<file path="src/btmx_cell.sv">
// ----------------------------------------------------------------------------
// btmx_cell: one trie level
// holds the key bit of its level, picks the next node from the link entry of
// the current node and hands the walk to the next level
// ----------------------------------------------------------------------------
module btmx_cell #(
	parameter int NW = 17
) (
	input  logic            clk,
	input  logic            arst_n,
	input  logic            load,
	input  logic            kbit,
	input  logic            is_ins,
	input  logic            tok_in,
	input  logic [NW-1:0]   node_in,
	input  logic            grown_in,
	input  logic [2*NW-1:0] ent,
	input  logic [NW-1:0]   new_node,
	output logic            tok_out,
	output logic [NW-1:0]   node_out,
	output logic            grown_out,
	output logic            wr,
	output logic [NW-1:0]   addr,
	output logic [2*NW-1:0] wdata
);
	logic          tok_q, kb_q, grown_q;
	logic [NW-1:0] node_q;
	logic [NW-1:0] c_b, c_nb, other;
	logic          grow;

	assign c_b  = kb_q ? ent[2*NW-1:NW] : ent[NW-1:0];
	assign c_nb = kb_q ? ent[NW-1:0] : ent[2*NW-1:NW];
	// a fresh node has no children, so below it every level allocates
	assign grow  = is_ins && (grown_q || c_b == '0);
	assign other = grown_q ? '0 : c_nb;

	always_comb begin
		if (!is_ins) begin
			node_out = (c_nb != '0) ? c_nb : c_b;
		end else if (grow) begin
			node_out = new_node;
		end else begin
			node_out = c_b;
		end
	end

	assign tok_out   = tok_q;
	assign grown_out = grow;
	assign wr        = tok_q && grow;
	// a growing level writes its own node, otherwise the child is read
	assign addr  = !tok_q ? '0 : (grow ? node_q : node_out);
	assign wdata = !tok_q ? '0 : (kb_q ? {new_node, other} : {other, new_node});

	always_ff @(posedge clk or negedge arst_n) begin
		if (!arst_n) begin
			tok_q <= 1'b0;
		end else begin
			tok_q <= tok_in;
		end
	end

	always_ff @(posedge clk) begin
		node_q  <= node_in;
		grown_q <= grown_in;
		if (load) begin
			kb_q <= kbit;
		end
	end
endmodule

</file>
<file path="config.mk">
export PLATFORM = sky130hd
export DESIGN_NAME = btmx_cell
export DESIGN_NICKNAME = d
export VERILOG_FILES = /design/src/btmx_cell.sv
export SDC_FILE = /design/constraint.sdc
export NUM_CORES = 1
export LEC_CHECK = 0
export BUFFER_PORTS_ARGS = -buffer_cell sky130_fd_sc_hd__buf_2
export CAP_MARGIN = 20
export CORE_MARGIN = 4
export CORE_UTILIZATION = 40
export DETAILED_ROUTE_END_ITERATION = 8
export PLACE_DENSITY_LB_ADDON = 0.05
export REMOVE_ABC_BUFFERS = 1
export SETUP_SLACK_MARGIN = 0.1
export SYNTH_ARGS = -nofsm -noshare
export SYNTH_HDL_FRONTEND = slang
export SYNTH_SLANG_ARGS = --single-unit
</file>
<file path="constraint.sdc">
create_clock -name clk -period 2.44 [get_ports clk]
set_input_delay 0.366 -clock clk [delete_from_list [all_inputs] [get_ports clk]]
set_output_delay 0.366 -clock clk [all_outputs]
set_load 0.005 [all_outputs]
</file>
== Yosys cells after proc, flatten, opt, wreduce, memory -nomap -nowiden ==
Index checks and enable logic that the tools add are counted.
Cells by class
  mux-type cells: 10
  reduce and logical (&&, ||, !) cells: 5
Operators with widths (count)
  2-to-1 mux 17 bit: 8
  2-to-1 mux 34 bit: 2
  zero test 17 bit: 1
  nonzero test 17 bit: 1
  logical AND 1 bit: 2
  logical OR 1 bit: 1
Storage, ports and cells
  register bits after elaboration: 20
  input bits: 75
  output and inout bits: 71
  word-level logic and storage cells: 19

== Logic depth before layout (Yosys ltp) ==
  word-level depth: 8
  mapped depth: 9
  depth with buffers taken out: 6

== Least setup slack after synthesis ==
No wires, ideal clock.
  path type: input to output
  from: input ent[20]
  to: output addr[6]
  arrival: 2.263 ns
  required time: 2.074 ns
  setup slack: -0.189 ns
  stages on the path: 7
  buffers on the path: 2
  path through: or4_1 -> or4b_4 -> a22oi_2 -> a21oi_2 -> buf_6 -> buf_8 -> a221o_1
On the way
  longest elaborated chain between the ends: 8
  elaborated cells between the ends (all ways): 11
  classes of those cells: 7 x mux; 4 x reduce/logical
RTL lines
  from (decl): RTL line 17  | input logic [2*NW-1:0] ent,
  2-to-1 mux 17 bit: RTL line 31  | assign c_b = kb_q ? ent[2*NW-1:NW] : ent[NW-1:0];
  zero test 17 bit: RTL line 34  | assign grow = is_ins && (grown_q || c_b == '0);
  logical OR 1 bit: RTL line 34
  logical AND 1 bit: RTL line 34
  2-to-1 mux 17 bit: RTL line 40  | end else if (grow) begin
  2-to-1 mux 17 bit: RTL line 38  | if (!is_ins) begin
  2-to-1 mux 17 bit (*) (2 in series): RTL line 51  | assign addr = !tok_q ? '0 : (grow ? node_q : node_out);
  to (decl): RTL line 23  | output logic [NW-1:0] addr,
Mark *: on every way between the ends. The rest lies on a longest branch, timed or not.

== Final worst setup path ==
  from: input ent[20]
  to: output addr[12]
The elaborated chain is that of the path after synthesis.

==> impl_metrics.csv <==
group,metric,value,unit
logic_synthesis,yosysSeqAreaShare,17.3,%
drt,first_pass_iters,5,
floorplan,die_w,85.6,um
logic_synthesis,synth_top_cell_by_area,"dfxtp_1",
finish,register_area,419,um2
finish,n_fill_cell,538,
timing,drv_slew,0,
global_routing,grt-ovfl-total,0,
drt,ant_nets,0,
worst_setup_path,cp-start-kind,"input pin",
timing,period_minus_slack,2920,ps
logic_synthesis,syn_area_per_cell,6.65,um2
drt,drc,0,
logic_synthesis,synth-seq-cells,20,
power_and_ir_drop,p_leak,0.00196,uW
finish,drive_gt1_share,50.3,%
floorplan,initial_core_util,42.4,%
timing,fmax,343,MHz
finish,nets,621,
outcome,run_status,"finished, violations left",
finish,num_antenna_cells,0,
logic_synthesis,yosysTopAreaCellShare,15.0,%
logic_synthesis,syn_area,0.00241,mm2
clock_tree,clk_pin_slew,90,ps
global_routing,grt_max_degree,35,
logic_synthesis,ys_async_sr_fraction,5.00,%
worst_setup_path,cp.arrival,2550,ps
power_and_ir_drop,ir_worst_vdd,0.000252,V
placed_design,pre_cts_ws,-485,ps
timing,worst_pin_slew,381,ps
finish,final_common_cell,"buf_2",
clock_tree,cts_buffers,3,
drt,wl_per_cell,16.2,um
timing,hold_viol,0,
placed_design,place.gp.congestion,0.911,
finish,multi_input_area,0.00200,mm2
timing,timing.final.ws_setup,-476,ps
floorplan,die-area,0.00732,mm2
timing,final.setup.tns,-14240,ps
placed_design,io_buffer_count,145,
worst_hold_path,hold_class,"in2reg",
clock_tree,root_buffer,"clkbuf_8",
drt,drt_iter0_drc,219,
power_and_ir_drop,report.power.total,1390,uW
global_routing,grt_pass1_wl,16100,um
global_routing,grt_use_total,26.4,%
power_and_ir_drop,powerDensity,359,mW/mm2
drt,drt-total-wl,10000,um
timing,setup_viol,36,
drt,vias,3485,
global_routing,antenna_found_initial,0,
worst_setup_path,required,2070,ps
finish,final_cell_mix,"buf_2 (143), buf_4 (52), nor2_1 (47)",
worst_hold_path,hold_start,"node_in[14]",
worst_hold_path,whs_endpoint,"node_q[14]",
logic_synthesis,yosysUniqueCellTypes,54,
worst_setup_path,critical_path.endpoint_type,"output port",
logic_synthesis,synth-main-ff-cell,"dfxtp_1",
logic_synthesis,synth_edf_count,1,
timing,post-route-period-util,120,%
finish,syn_to_final_growth,60.3,%
timing,relSlewSlack,74.6,%
clock_tree,cts_max_level,1,
clock_tree,cts_tree,"yes",
worst_setup_path,crit_type,"in2out",
floorplan,core_area,0.00568,mm2
floorplan,die_y,85.6,um
run,cap_violations,0,
floorplan,pin_count,146,
placed_design,dpl.hpwl,7350,um
drt,viasPerCell,5.65,
logic_synthesis,yosys-top-cells-area,"dfxtp_1 (15%), a21oi_1 (9.4%), o21ai_0 (8.1%)",
timing,rsz0062_at_grt,"yes",
clock_tree,clk_path_buf_depth,2,
worst_setup_path,worstPathMaxFanout,7,
worst_hold_path,min_path_cells,1,
floorplan,fp-row-count,27,
logic_synthesis,yosys_warnings,0,
clock_tree,cts.sinks,20,
global_routing,grt_pass1_vias,3371,
outcome,violations,"negative setup slack",
logic_synthesis,syn_inst,362,
[critical path, cell delays in order]
cell and delay [ps]:
buf_6 90, or4_4 530, or4b_4 510, a22oi_2 280
a21oi_4 170, nor3b_4 320, o2bb2ai_1 150, buf_2 130
[worst max path at each step]
stage / start / to / cells past startpoint
5_1_grt: ent[20] / addr[7] / 8
2_1_floorplan: kb_q / node_out[15] / 6
4_1_cts: ent[20] / addr[12] / 8
6_report: ent[20] / addr[12] / 8
3_3_place_gp: ent[20] / addr[10] / 8
3_5_place_dp: ent[20] / addr[12] / 8
[report_power, final]
group | internal (uW) | switching [uW] | total [uW]
clock | 220 | 145 | 365
combinational | 325 | 338 | 663
sequential | 347 | 10.8 | 358
total | 892 | 494 | 1390
[registers in the layout, summed over array words and instances (netlist names)]
signal   flops
grown_q      1
kb_q         1
node_q      17
tok_out      1
[cells in the mapped netlist (2+ instances only)]
| master | count |
|---|---|
| a21o_1 | 3 |
| mux2i_1 | 5 |
| and3_1 | 19 |
| dfxtp_1 | 18 |
| nor3_1 | 3 |
| nand2_1 | 45 |
| a21boi_0 | 3 |
| or3b_2 | 3 |
| nand2b_1 | 7 |
| a211o_1 | 11 |
| nand3_1 | 10 |
| nor2b_1 | 6 |
| a22oi_1 | 6 |
| a21oi_1 | 45 |
| o2bb2ai_1 | 4 |
| clkbuf_8 | 2 |
| nor4_1 | 6 |
| nor2_1 | 49 |
| o31a_1 | 2 |
| buf_2 | 2 |
| o21ai_0 | 39 |
| a211oi_1 | 3 |
| clkbuf_1 | 23 |
| mux2_2 | 17 |
| inv_1 | 2 |
[per-stage QoR]
stage	std cells	hold slack [ps]	util, %	instance area [um2]
CTS	614	179	65.6	3720
global placement	605	142	61.6	3500
finish	617	182	68.0	3860
floorplan	331	70.4	-	2240
detailed placement	605	143	61.6	3500
global route	617	170	68.0	3860
[area by class of cell]
| cell class | instances | area share, % |
|---|---|---|
| multi-input cells | 309 | 51.7 |
| repair buffers | 209 | 32.9 |
| flip-flops and latches | 20 | 10.9 |
| well taps | 72 | 2.33 |
| clock buffers | 3 | 1.07 |
| clock inverters | 1 | 0.778 |
| inverters | 3 | 0.292 |
[what timing repair did]
item / in CTS / in global routing
gates resized for setup: 35 / 33
hold endpoints to repair: 1 / 0
buffers inserted: 2 / 3
setup endpoints to repair: 36 / 42
hold buffers: 1 / 0
gates cloned: 2 / 0
pin swaps: 16 / 20
[cell families (layout without fill, tap and decap cells)]
family                 Yosys count  after routing  share of synthesized area (%)
and+or+nand+nor                157            157                           31.8
AOI/OAI and AO/OA              129            130                           33.5
muxes                           22             22                           10.0
DFF                             20             20                           17.3
buffers and inverters           34            216                           7.43
[per-layer routing]
metal / global-route usage [%] / up-vias / wire (um)
li1: - / 1675 / -
met1: 34.8 / 1616 / 4260
met2: 44.1 / 169 / 4780
met3: 3.65 / 25 / 788
met4: 9.21 / 0 / 193
met5: 0 / - / 0
No activity file was read; power rests on OpenSTA's default activity.
