**src/btmx_ram.sv**
```systemverilog
// ----------------------------------------------------------------------------
// btmx_ram: generic single-port ram
// one write or read per cycle, registered read data
// ----------------------------------------------------------------------------
module btmx_ram #(
	parameter int WIDTH = 8,
	parameter int DEPTH = 16
) (
	input  logic                     clk,
	input  logic                     we,
	input  logic [$clog2(DEPTH)-1:0] addr,
	input  logic [WIDTH-1:0]         wdata,
	output logic [WIDTH-1:0]         rdata
);
	logic [WIDTH-1:0] mem [DEPTH];

	always_ff @(posedge clk) begin
		if (we) begin
			mem[addr] <= wdata;
		end
		rdata <= mem[addr];
	end
endmodule

```
**config.mk**
```make
export PLATFORM = sky130hd
export DESIGN_NAME = btmx_ram
export DESIGN_NICKNAME = d
export VERILOG_FILES = /design/src/btmx_ram.sv
export SDC_FILE = /design/constraint.sdc
export NUM_CORES = 1
export LEC_CHECK = 0
export BUFFER_PORTS_ARGS = -buffer_cell sky130_fd_sc_hd__buf_2
export CORE_ASPECT_RATIO = 0.75
export CORE_MARGIN = 2
export CORE_UTILIZATION = 55
export DETAILED_ROUTE_END_ITERATION = 6
export MAX_ROUTING_LAYER = met4
export PLACE_DENSITY = 0.74
export SYNTH_ARGS = -nofsm -noshare
export SYNTH_HDL_FRONTEND = slang
export SYNTH_SLANG_ARGS = --single-unit
```
**constraint.sdc**
```tcl
create_clock -name clk -period 5 [get_ports clk]
set_clock_uncertainty 0.2 [all_clocks]
set_input_delay 0.25 -clock clk [delete_from_list [all_inputs] [get_ports clk]]
set_output_delay 0.25 -clock clk [all_outputs]
set_load 0.01 [all_outputs]
```
Word level (Yosys, flattened, before mapping)
Memories as Yosys holds them, arrays and structs flattened. A register that Yosys moved wholly into a read port is not among the register bits.
Cells that the tools add are included.

storage, ports and cells
  register bits after elaboration = 0
  bits in writable memories = 128
  bits of input ports = 14
  output and inout bits = 8
  logic and storage cells = 3
  memories = 1

cells by class
  multiplexer cells = 2

memories
  name  words  bits a word  rd ports  clocked after Yosys merged registers in  wr ports  line  source
  mem   16     8            1         1                                        1         15    logic [WIDTH-1:0] mem [DEPTH];

operators by type and width
  kind              count
  2-to-1 mux 1 bit  2

Logic depth before layout (Yosys ltp)
Gate-level depths: netlist (run 1).

  depth in word-level cells = 2
  gate-level depth with buffers = 5
  mapped depth without buffers = 3

Worst setup path after synthesis (run 1)
Ideal clock, no wire load.

  path kind = input to register
  start = input port addr[2]
  end = memory mem[0][0], enable pin
  library setup time = 0.383 ns
  arrival time = 1.360 ns
  required time = 4.417 ns
  setup slack = 3.057 ns
  cell stages on the path = 2
  path buffers = 0
  cells stage by stage = or3b_2 -> nor3_1

RTL lines
  element          line  source
  start, declared  11    input logic [$clog2(DEPTH)-1:0] addr,
  end, declared    15

Straight into the memory's write port.

Worst setup path in the final report (run 1)
  start = input port addr[0]
  end = memory mem[3][0], enable pin

Straight into the memory's write port.

==> impl_results.md, run 1 <==
* Die extent in x at roughly 110 um
* Setup TNS at 0 ns
* Internal power at 2.108 mW
* Effective utilization at floorplan at 56.25%
* Setup violations, final at 0
* Required @ worst endpoint at 4.84 ns
* CTS resizes at 0
* Status: finished, final reports clean
* Total gr overflow at 0
* WP data arrival at 2.05 ns
* Hold EP: mem[6][4]
* Synthesized area at around 5100 um^2
* Crit-path cells: buf_2 > buf_4 > nand2_1 > nor2_1
* Gr usage total at 22.26%
* Drc violations at 0
* Antenna violations before repair at 0
* Clock sink count at 136
* Io pins at 22
* Seq/Total Area, Yosys at 79.01%
* Sw Ratio at between 20% and 30%
* Comb power frac at under 10%
* Ant diodes at 0
* Minimum clock period at 2.207 ns
* WL/cell at 24.12 um
* FF+latch count, synth at 136
* Fmax at 0.4531 GHz
* Cell Pwr Density at between 400 and 500 nW/um^2
* Vias post-DR at 2334
* Top delay family on crit path: buffers and inverters
* Netlist cell types at 18
* DR vias/cell at 6.000
* Die Y at 87.13 um
* Crit-path max FO at 21
* DR iter-0 viols at 261
* Share of cells above drive strength 1 at between 30% and 40%
* Setup CP Type: in2reg
* First-pass GRT wire length at 14.46 mm
* Worst Hold Depth at 1
* Pre-antenna DRT Iters at 5
* Clock share of power at 47.2%
* Final net count at 278
* Worst Max-Slew Pin Slew at 0.8953 ns
* Worst reg2reg path startpoint: mem[2][7]
* Layout area overhead at 16.27%
* Worst Hold Launch: wdata[4]
* Max clock buf depth at 2
* VDD IR max at 325.5 uV
* Largest stage delay, worst path at around 0.65 ns
* Dpl hpwl at 5.652 mm
* Hold Vio Cnt, Final at 0
* Hold buffers post-CTS at 0
* Worst Setup End Kind: flip-flop
* Routability Congestion at 0.7709
* WHS at 0.03885 ns
* Fin crit share at 44.14%
* Sequential cell fraction of total power at 48.3%
* Worst relative slew slack at 40.31%
* R2r worst-path depth at 3
* Reg2Reg Setup Slack at 3.44 ns
* CORE AREA at 9009 um^2
* RSZ-0062 raised after global routing: false
* Leakage Power at 1.924 nW
* Vias in the first global route at 2409
* Slew Viols, Final at 0
* Avg Cell Area, Syn at 22.03 um^2
* Worst setup SP type: primary input
* CTS tree: done
* P_sw at 543.1 uW
* Max-cap violations at 0
* Clk root buf: clkbuf_16
* Syn_nets at 244
* Post-Route WL at 9.383 mm
* Slowest CP cell: nor2_1
* Largest net degree at the start of global routing at 40
* # rows at 30
* Worst Path Buf+Inv at 2
* Antenna viol nets, final at 0
* Ys Warns at 0
* H-tree levels at 4
* Reg2reg end: rdata[7]
* Inserted Clock Buffers at 17
* Worst-Skew Late Latency at 0.42 ns
* Port buffer count at 21
* Clk slew on worst S/H paths at 0.06 ns
* Tightest Hold Check Type: in2reg
* Full die area at 10010 um^2
* Post-Synthesis Cells at 230
* Post-CTS Setup Bufs at 0
==> cells in the final DEF, fill, tap and decap left out, types with 3 or more instances in the layout <==
master and n:
nor2_1 13, edfxtp_1 128, buf_4 5, nor3_1 4, a22oi_1 16, buf_2 21, clkbuf_16 17, dfxtp_1 8
mux4_2 32, bufinv_16 3, clkinvlp_4 4, nand2_1 9, inv_6 3
==> final cells by class <==
cell class / instances / area (um^2)
Multi-Input combinational cell: 83 / 1003
Sequential cell: 136 / 4004
Fill cell: 609 / 3117
Timing Repair Buffer: 26 / 142.6
Clock buffer: 18 / 429.2
Tap cell: 112 / 140.1
Clock inverter: 14 / 172.7
==> per-stage QoR <==
step                instance area (um^2)  power [mW]  std cells  setup WS [ns]  utilization (%)
finish                              5892       2.651        389          2.793            65.40
detailed placement                  5290       1.424        357          2.286            58.72
CTS                                 5892       2.671        389          2.740            65.40
global placement                    5290       1.421        357          2.376            58.72
floorplan                           5067       1.373        230          3.057                -
global route                        5892       2.726        389          2.577            65.40
==> layer usage <==
layer	track usage (%)	share of wire (%)
met1	31.79	44
met2	30.82	46
met3	7.585	8.9
met4	7.229	0.84
met5	-	0
==> state kept, by name (all words and copies together) (netlist names) <==
signal	count
mem	128
rdata	8
==> cells in the mapped netlist <==
| cell | number | area (um^2) |
|---|---|---|
| edfxtp_1 | 128 | 3844 |
| nand2b_1 | 2 | 12.51 |
| a22oi_1 | 16 | 120.1 |
| clkbuf_1 | 2 | 7.510 |
| nand3_1 | 1 | 5.000 |
| buf_1 | 4 | 15.01 |
| dfxtp_1 | 8 | 160.2 |
| nor2b_1 | 2 | 12.51 |
| nor3_1 | 4 | 20.02 |
| or3b_2 | 1 | 8.760 |
| nor2_1 | 13 | 48.80 |
| buf_6 | 2 | 22.52 |
| nand2_1 | 9 | 33.78 |
| clkbuf_2 | 1 | 5.000 |
| buf_2 | 2 | 10.01 |
| and2_1 | 1 | 6.260 |
| mux4_2 | 32 | 720.7 |
| nand3b_1 | 2 | 15.01 |
==> power by group through the flow <==
stage               Sequential [mW]  Combinational, mW  Clock, mW
finish                         1.28              0.118       1.25
global route                   1.28              0.129       1.31
CTS                            1.28              0.119       1.27
detailed placement             1.31              0.119          0
global placement               1.30              0.117          0
floorplan                      1.31             0.0657          0
==> worst max path at each step <==
| stage | startpoint | endpoint | slack (ns) | cells after the start |
|---|---|---|---|---|
| 2_1_floorplan | addr[2] | mem[0][0] | 3.06 | 2 |
| 3_3_place_gp | addr[0] | mem[9][6] | 2.38 | 4 |
| 3_5_place_dp | addr[0] | mem[3][2] | 2.29 | 4 |
| 4_1_cts | addr[0] | mem[3][0] | 2.74 | 4 |
| 5_1_grt | addr[0] | mem[7][5] | 2.58 | 4 |
| 6_report | addr[0] | mem[3][0] | 2.79 | 4 |
==> worst reg2reg max path, cell delays in order (launching register included) <==
cell      delay (ns)
edfxtp_1        0.37
mux4_2          0.46
a22oi_1         0.29
nand2_1         0.11
==> logic make-up (layout without fill, tap and decap cells) <==
group	Yosys count	count (layout)	synth area share, %
muxes	32	32	14.22
and+or+nand+nor	35	35	3.210
AOI/OAI and AO/OA	16	16	2.370
DFF	136	136	79.01
buffers and inverters	11	58	1.185
Note: power is estimated with default switching activity, not from simulation.
==> run 2, diff against run 1 <==
Settings changed: CORE_UTILIZATION 55 to 54, PLACE_DENSITY 0.74 to 0.76.
Clock period 5 ns to 1.94 ns, I/O delays scaled along.
==> run 2 against run 1 <==
Effect of this change: non-clock buffer count up 35; wire length grew 1.6%; first-iteration DRC count fell by 31%; register-to-register slack lost 3.1 ns; combinational power rose to 2.8 times the previous value; flip-flop and latch count unchanged; sequential power grew to 2.6 times the previous value; critical path depth fell by 1; final cell count rose by 13%; via count up 5.9%; global-route usage barely moved; setup slack got worse by 2.4 ns.
==> impl_results.md, run 2 (synthesis gave the netlist of run 1 again) <==
* Setup violations, final at 0 (unchanged)
* Reg2Reg Setup Slack at 0.35 ns (was 3.44 ns)
* Status: finished, final reports clean (unchanged)
* Setup CP Type: reg2reg (was in2reg)
* Final net count at 313 (was 278)
* Post-CTS Setup Bufs at 0 (unchanged)
* Layout area overhead at 21.53% (was 16.27%)
* Pre-antenna DRT Iters at 4 (was 5)
* Die Y at 87.90 um (was 87.13 um)
* Worst relative slew slack at 69.27% (was 40.31%)
* RSZ-0062 raised after global routing: false (unchanged)
* Drc violations at 0 (unchanged)
* Inserted Clock Buffers at 17 (unchanged)
* Max clock buf depth at 2 (unchanged)
* Setup TNS at 0 ns (unchanged)
* Effective utilization at floorplan at 55.79% (was 56.25%)
* Fin crit share at 81.86%
* Power Total at 6.518 mW (was 2.651 mW)
* Worst-Skew Late Latency at 0.41 ns (was 0.42 ns)
* DR vias/cell at 5.618 (was 6.000)
* Area occupied by multi-input gates at 1003 um^2 (unchanged)
* Worst setup SP type: flip-flop (was primary input)
* Max-cap violations at 0 (unchanged)
* Clk root buf: clkbuf_16 (unchanged)
* WP data arrival at 1.65 ns (was 2.05 ns)
* Vias in the first global route at 2575 (was 2409)
* DR iter-0 viols at 180 (was 261)
* Most frequent cells in the layout: edfxtp_1, mux4_2, buf_4 (was edfxtp_1, mux4_2, buf_2)
* Slew Viols, Final at 0 (unchanged)
* Worst Max-Slew Pin Slew at 0.4601 ns (was 0.8953 ns)
* Port buffer count at 21 (unchanged)
* Crit-path max FO at 1 (was 21)
* VDD IR max at 783.8 uV (was 325.5 uV)
* Vias post-DR at 2472 (was 2334)
* Share of cells above drive strength 1 at 34.94% (was 32.13%)
* Register area at 4004 um^2 (unchanged)
* WL/cell at 21.67 um (was 24.12 um)
* Worst Setup End Kind: flip-flop (unchanged)
* Fillcell total at 593 (was 609)
* CORE AREA at 9084 um^2 (was 9009 um^2)
* Antenna violations before repair at 0 (unchanged)
* Minimum clock period at 1.588 ns
* Post-Route WL at 9.536 mm (was 9.383 mm)
* Worst Setup SP: mem[3][5] (was addr[0])
* CTS resizes at 0 (unchanged)
* Largest net degree at the start of global routing at 40 (unchanged)
* Full die area at 10180 um^2 (was 10010 um^2)
* Clk slew on worst S/H paths at 0.05 ns (was 0.06 ns)
* Clock sink count at 136 (unchanged)
* Fmax at 0.6297 GHz
* Largest registers: mem: 128 flops, rdata: 8 flops (unchanged)
* # rows at 30 (unchanged)
* Die extent in x at 115.9 um (was 114.8 um)
* Gr usage total at 22.22% (was 22.26%)
* Leakage Power at 2.094 nW (was 1.924 nW)
* H-tree levels at 4 (unchanged)
* Total gr overflow at 0 (unchanged)
* Hold Vio Cnt, Final at 0 (unchanged)
* Hold buffers post-CTS at 8 (was 0)
* Antenna viol nets, final at 0 (unchanged)
* Routability Congestion at 0.7812 (was 0.7709)
* Most common cell after layout, fill and taps aside: edfxtp_1 (unchanged)
* Worst Hold Launch: addr[2] (was wdata[4])
* Required @ worst endpoint at 2.00 ns (was 4.84 ns)
* Io pins at 22 (unchanged)
* Cell Pwr Density at 1058 nW/um^2 (was 449.9 nW/um^2)
* Max reg flops at 128 (unchanged)
* First-pass GRT wire length at 14.73 mm (was 14.46 mm)
* Post-layout util at 67.80% (was 65.40%)
* Ant diodes at 0 (unchanged)
* Dpl hpwl at 5.961 mm (was 5.652 mm)
* Top reg by flops: mem (unchanged)
* Worst reg2reg path startpoint: mem[3][5] (was mem[2][7])
* CTS tree: done (unchanged)
* Tightest Hold Check Type: in2reg (unchanged)
[run 2: area by class of cell]
cell class | instances | share of cell area [%]
flip-flops and latches | 136 | 65.01
well taps | 128 | 2.601
multi-input cells | 83 | 16.29
clock buffers | 28 | 8.066
repair buffers | 61 | 7.314
clock inverters | 4 | 0.7111
[run 2: worst max-delay path, stage by stage (launching register included)]
cell and delay, ns:
edfxtp_1 0.37, mux4_2 0.48, a22oi_1 0.23, nand2_1 0.15
[run 2: per-layer routing]
metal | global-route usage, % | share of wire [%] | up-vias
met1 | 30.00 | 44 | 1265
met3 | 6.851 | 6.5 | 9
met2 | 33.01 | 49 | 97
li1 | - | - | 1101
met5 | - | 0 | -
met4 | 7.251 | 0.89 | 0
[run 2: stage by stage]
stage | std cells | worst slack, ns | hold slack (ns) | cell area [um^2]
floorplan | 230 | 0.1500 | -0.004131 | 5067
global placement | 400 | 0.1887 | 0.2835 | 5538
detailed placement | 400 | 0.1796 | 0.2948 | 5538
CTS | 440 | 0.3516 | 0.03676 | 6158
global route | 440 | 0.2907 | 0.1255 | 6158
finish | 440 | 0.3519 | 0.06717 | 6158
[run 2: path summary, 6_finish.rpt]
check,end,depth (start not counted)
max,rdata[5],3
min,rdata[7],4
max reg2reg,rdata[5],3
min reg2reg,rdata[0],3
[run 2: power breakdown]
group          internal [mW]  switching, mW  total (mW)
Combinational          0.151          0.183       0.334
Sequential              3.29         0.0206        3.31
Clock                   1.85           1.02        2.87
Total                   5.29           1.22        6.52
==> run 3, diff against run 2 <==
Clock period 1.94 ns to 1.45 ns, I/O delays scaled along.
==> run 3 against run 2 <==
Effect of this change: the flow now finishes with violations (setup timing); total power up 43%; worst hold slack better by 0.027 ns; clock-buffer cell count down 6; clock power up 52%; maximum frequency up 6.4%; flip-flop and latch count unchanged; setup slack worse by 0.39 ns; largest cell class unchanged.
==> impl_results.md, run 3 (synthesis gave the netlist of run 1 again) <==
* Inserted Clock Buffers at 17 (unchanged)
* Ant diodes at 0 (unchanged)
* Antenna violations before repair at 0 (unchanged)
* Area occupied by multi-input gates at 1119 um^2 (was 1003 um^2)
* Sequential cell fraction of total power at 47.5% (was 50.8%)
* Die Y at 87.90 um (unchanged)
* Finished Cell Area at 6431 um^2 (was 6158 um^2)
* Setup CP Type: reg2reg (unchanged)
* Share of cells above drive strength 1 at 43.37% (was 34.94%)
* Final net count at 310 (was 313)
* Max-cap violations at 0 (unchanged)
* Fin crit share at 102.9% (was 81.86%)
* Vias in the first global route at 2625 (was 2575)
* Tightest Hold Check Type: in2reg (unchanged)
* Clk slew on worst S/H paths at 0.05 ns (about the same)
* Register area at 4004 um^2 (unchanged)
* Setup violations, final at 7 (was 0)
* DR vias/cell at 5.831 (was 5.618)
* Minimum clock period at 1.493 ns (was 1.588 ns)
* Routability Congestion at 0.7905 (was 0.7812)
* Layout Cells excl Fill at 437 (was 440)
* Worst Max-Slew Pin Slew at 0.9217 ns (was 0.4601 ns)
* Total gr overflow at 0 (unchanged)
* VDD IR max at 1063 uV (was 783.8 uV)
* Clock share of power at 46.7% (was 44.1%)
* Fillcell total at 557 (was 593)
* Largest net degree at the start of global routing at 17 (was 40)
* Post-DP Area at 5705 um^2 (was 5538 um^2)
* Placed cell count at 397 (was 400)
* Clock sink count at 136 (unchanged)
* Dpl hpwl at 6.428 mm (was 5.961 mm)
* Cell Pwr Density at 1447 nW/um^2 (was 1058 nW/um^2)
* Worst relative slew slack at 38.43% (was 69.27%)
* Power Total at 9.306 mW (was 6.518 mW)
* Gr usage total at 24.01% (was 22.22%)
* Port buffer count at 21 (unchanged)
* Effective utilization at floorplan at 55.79% (unchanged)
* P_sw at 1.813 mW (was 1.225 mW)
* Status: finished with violations (was finished, final reports clean)
* Final WS setup at -0.04262 ns (was 0.3519 ns)
* WP data arrival at 1.58 ns (was 1.65 ns)
* Pre-antenna DRT Iters at 4 (unchanged)
* Hold Vio Cnt, Final at 0 (unchanged)
* H-tree levels at 4 (unchanged)
* Largest registers: mem: 128 flops, rdata: 8 flops (unchanged)
* Drc violations at 0 (unchanged)
* Fmax at 0.6700 GHz (was 0.6297 GHz)
* CORE AREA at 9084 um^2 (unchanged)
* DR iter-0 viols at 154 (was 180)
* CTS tree: done (unchanged)
* Post-Route WL at 10.48 mm (was 9.536 mm)
* Most frequent cells in the layout: edfxtp_1, mux4_2, buf_2 (was edfxtp_1, mux4_2, buf_4)
* Required @ worst endpoint at 1.54 ns (was 2.00 ns)
* Worst Setup End Kind: flip-flop (unchanged)
* Slew Viols, Final at 0 (unchanged)
* Clk root buf: clkbuf_16 (unchanged)
* Max reg flops at 128 (unchanged)
* Die extent in x at 115.9 um (unchanged)
* Setup TNS at -0.2029 ns (was 0 ns)
* # rows at 30 (unchanged)
* Failing checks: setup timing
* Full die area at 10180 um^2 (unchanged)
* Vias post-DR at 2548 (was 2472)
* First-pass GRT wire length at 15.71 mm (was 14.73 mm)
* Layout area overhead at 26.91% (was 21.53%)
* Most common cell after layout, fill and taps aside: edfxtp_1 (unchanged)
* Io pins at 22 (unchanged)
* Top reg by flops: mem (unchanged)
* Sw Ratio at 19.48% (was 18.79%)
* Internal power at 7.493 mW (was 5.294 mW)
* Worst-Skew Late Latency at 0.42 ns (was 0.41 ns)
* Worst setup SP type: flip-flop (unchanged)
* RSZ-0062 raised after global routing: true (was false)
* Leakage Power at 2.142 nW (was 2.094 nW)
* WL/cell at 23.99 um (was 21.67 um)
* Crit-path max FO at 1 (unchanged)
* Comb power frac at 5.7% (was 5.1%)
* Max clock buf depth at 2 (unchanged)
* Antenna viol nets, final at 0 (unchanged)
==> run 3: cell count changes in the layout (fill, tap and decap cells not counted), moves of 3 or more <==
cell / change
buf_12: +10
nor2_2: +9
clkbuf_1: -3
clkbuf_8: -3
nor2_1: -12
a22oi_2: +10
buf_4: -13
nor3_2: +4
nor2_4: +3
a22oi_1: -10
nor3_1: -4
bufinv_16: +3
==> run 3: metal layers <==
metal	vias to the layer above	part of all wire [%]	track usage (%)
met5	-	0	-
met4	0	1.3	10.17
met3	11	6.9	7.405
met2	94	48	35.09
met1	1342	44	31.87
li1	1101	-	-
==> run 3: per-stage QoR <==
step / hold slack, ns / utilization [%] / setup WS [ns]
after floorplan: -0.02863 / - / -0.1007
after global placement: 0.2718 / 62.81 / -0.2348
after detailed placement: 0.2680 / 62.81 / -0.2536
after CTS: 0.07898 / 70.63 / -0.04471
after global routing: 0.09713 / 70.80 / -0.08611
final: 0.09403 / 70.80 / -0.04262
==> run 3: final cells by class <==
cell class | count | area share, %
multi-input combinational | 83 | 17.39
sequential | 136 | 62.26
clock inverter | 10 | 2.354
clock buffer | 22 | 6.907
timing repair buffer | 58 | 8.599
tap | 128 | 2.490
==> run 3: path summary, 6_finish.rpt <==
path,slack [ns],from,to,cells past startpoint
setup reg to reg,-0.04,mem[6][0],rdata[0],3
setup / recovery,-0.04,mem[6][0],rdata[0],3
hold reg to reg,0.49,mem[0][6],rdata[6],3
hold / removal,0.09,addr[3],mem[3][7],4
==> run 3: worst max-delay path, stage by stage, from the launching register on <==
cell	delay [ns]
edfxtp_1	0.37
mux4_2	0.52
a22oi_2	0.21
nand2_1	0.08
==> run 3: power groups by stage <==
stage          Clock [mW]  Combinational, mW  Sequential, mW
6_report             4.35              0.533            4.42
5_1_grt              4.57              0.569            4.43
4_1_cts              4.42              0.530            4.42
3_5_place_dp            0              0.494            4.50
3_3_place_gp            0              0.480            4.50
2_1_floorplan           0              0.240            4.51
==> run 3: timing repair <==
| action | in CTS | in global routing |
|---|---|---|
| setup endpoints to repair | 7 | 8 |
| resized for setup | 7 | 3 |
| pin swaps | 5 | 4 |
| hold buffers | 8 | 0 |
| setup buffers | 0 | 0 |
| hold endpoints to repair | 128 | 0 |
| cloned | 0 | 0 |
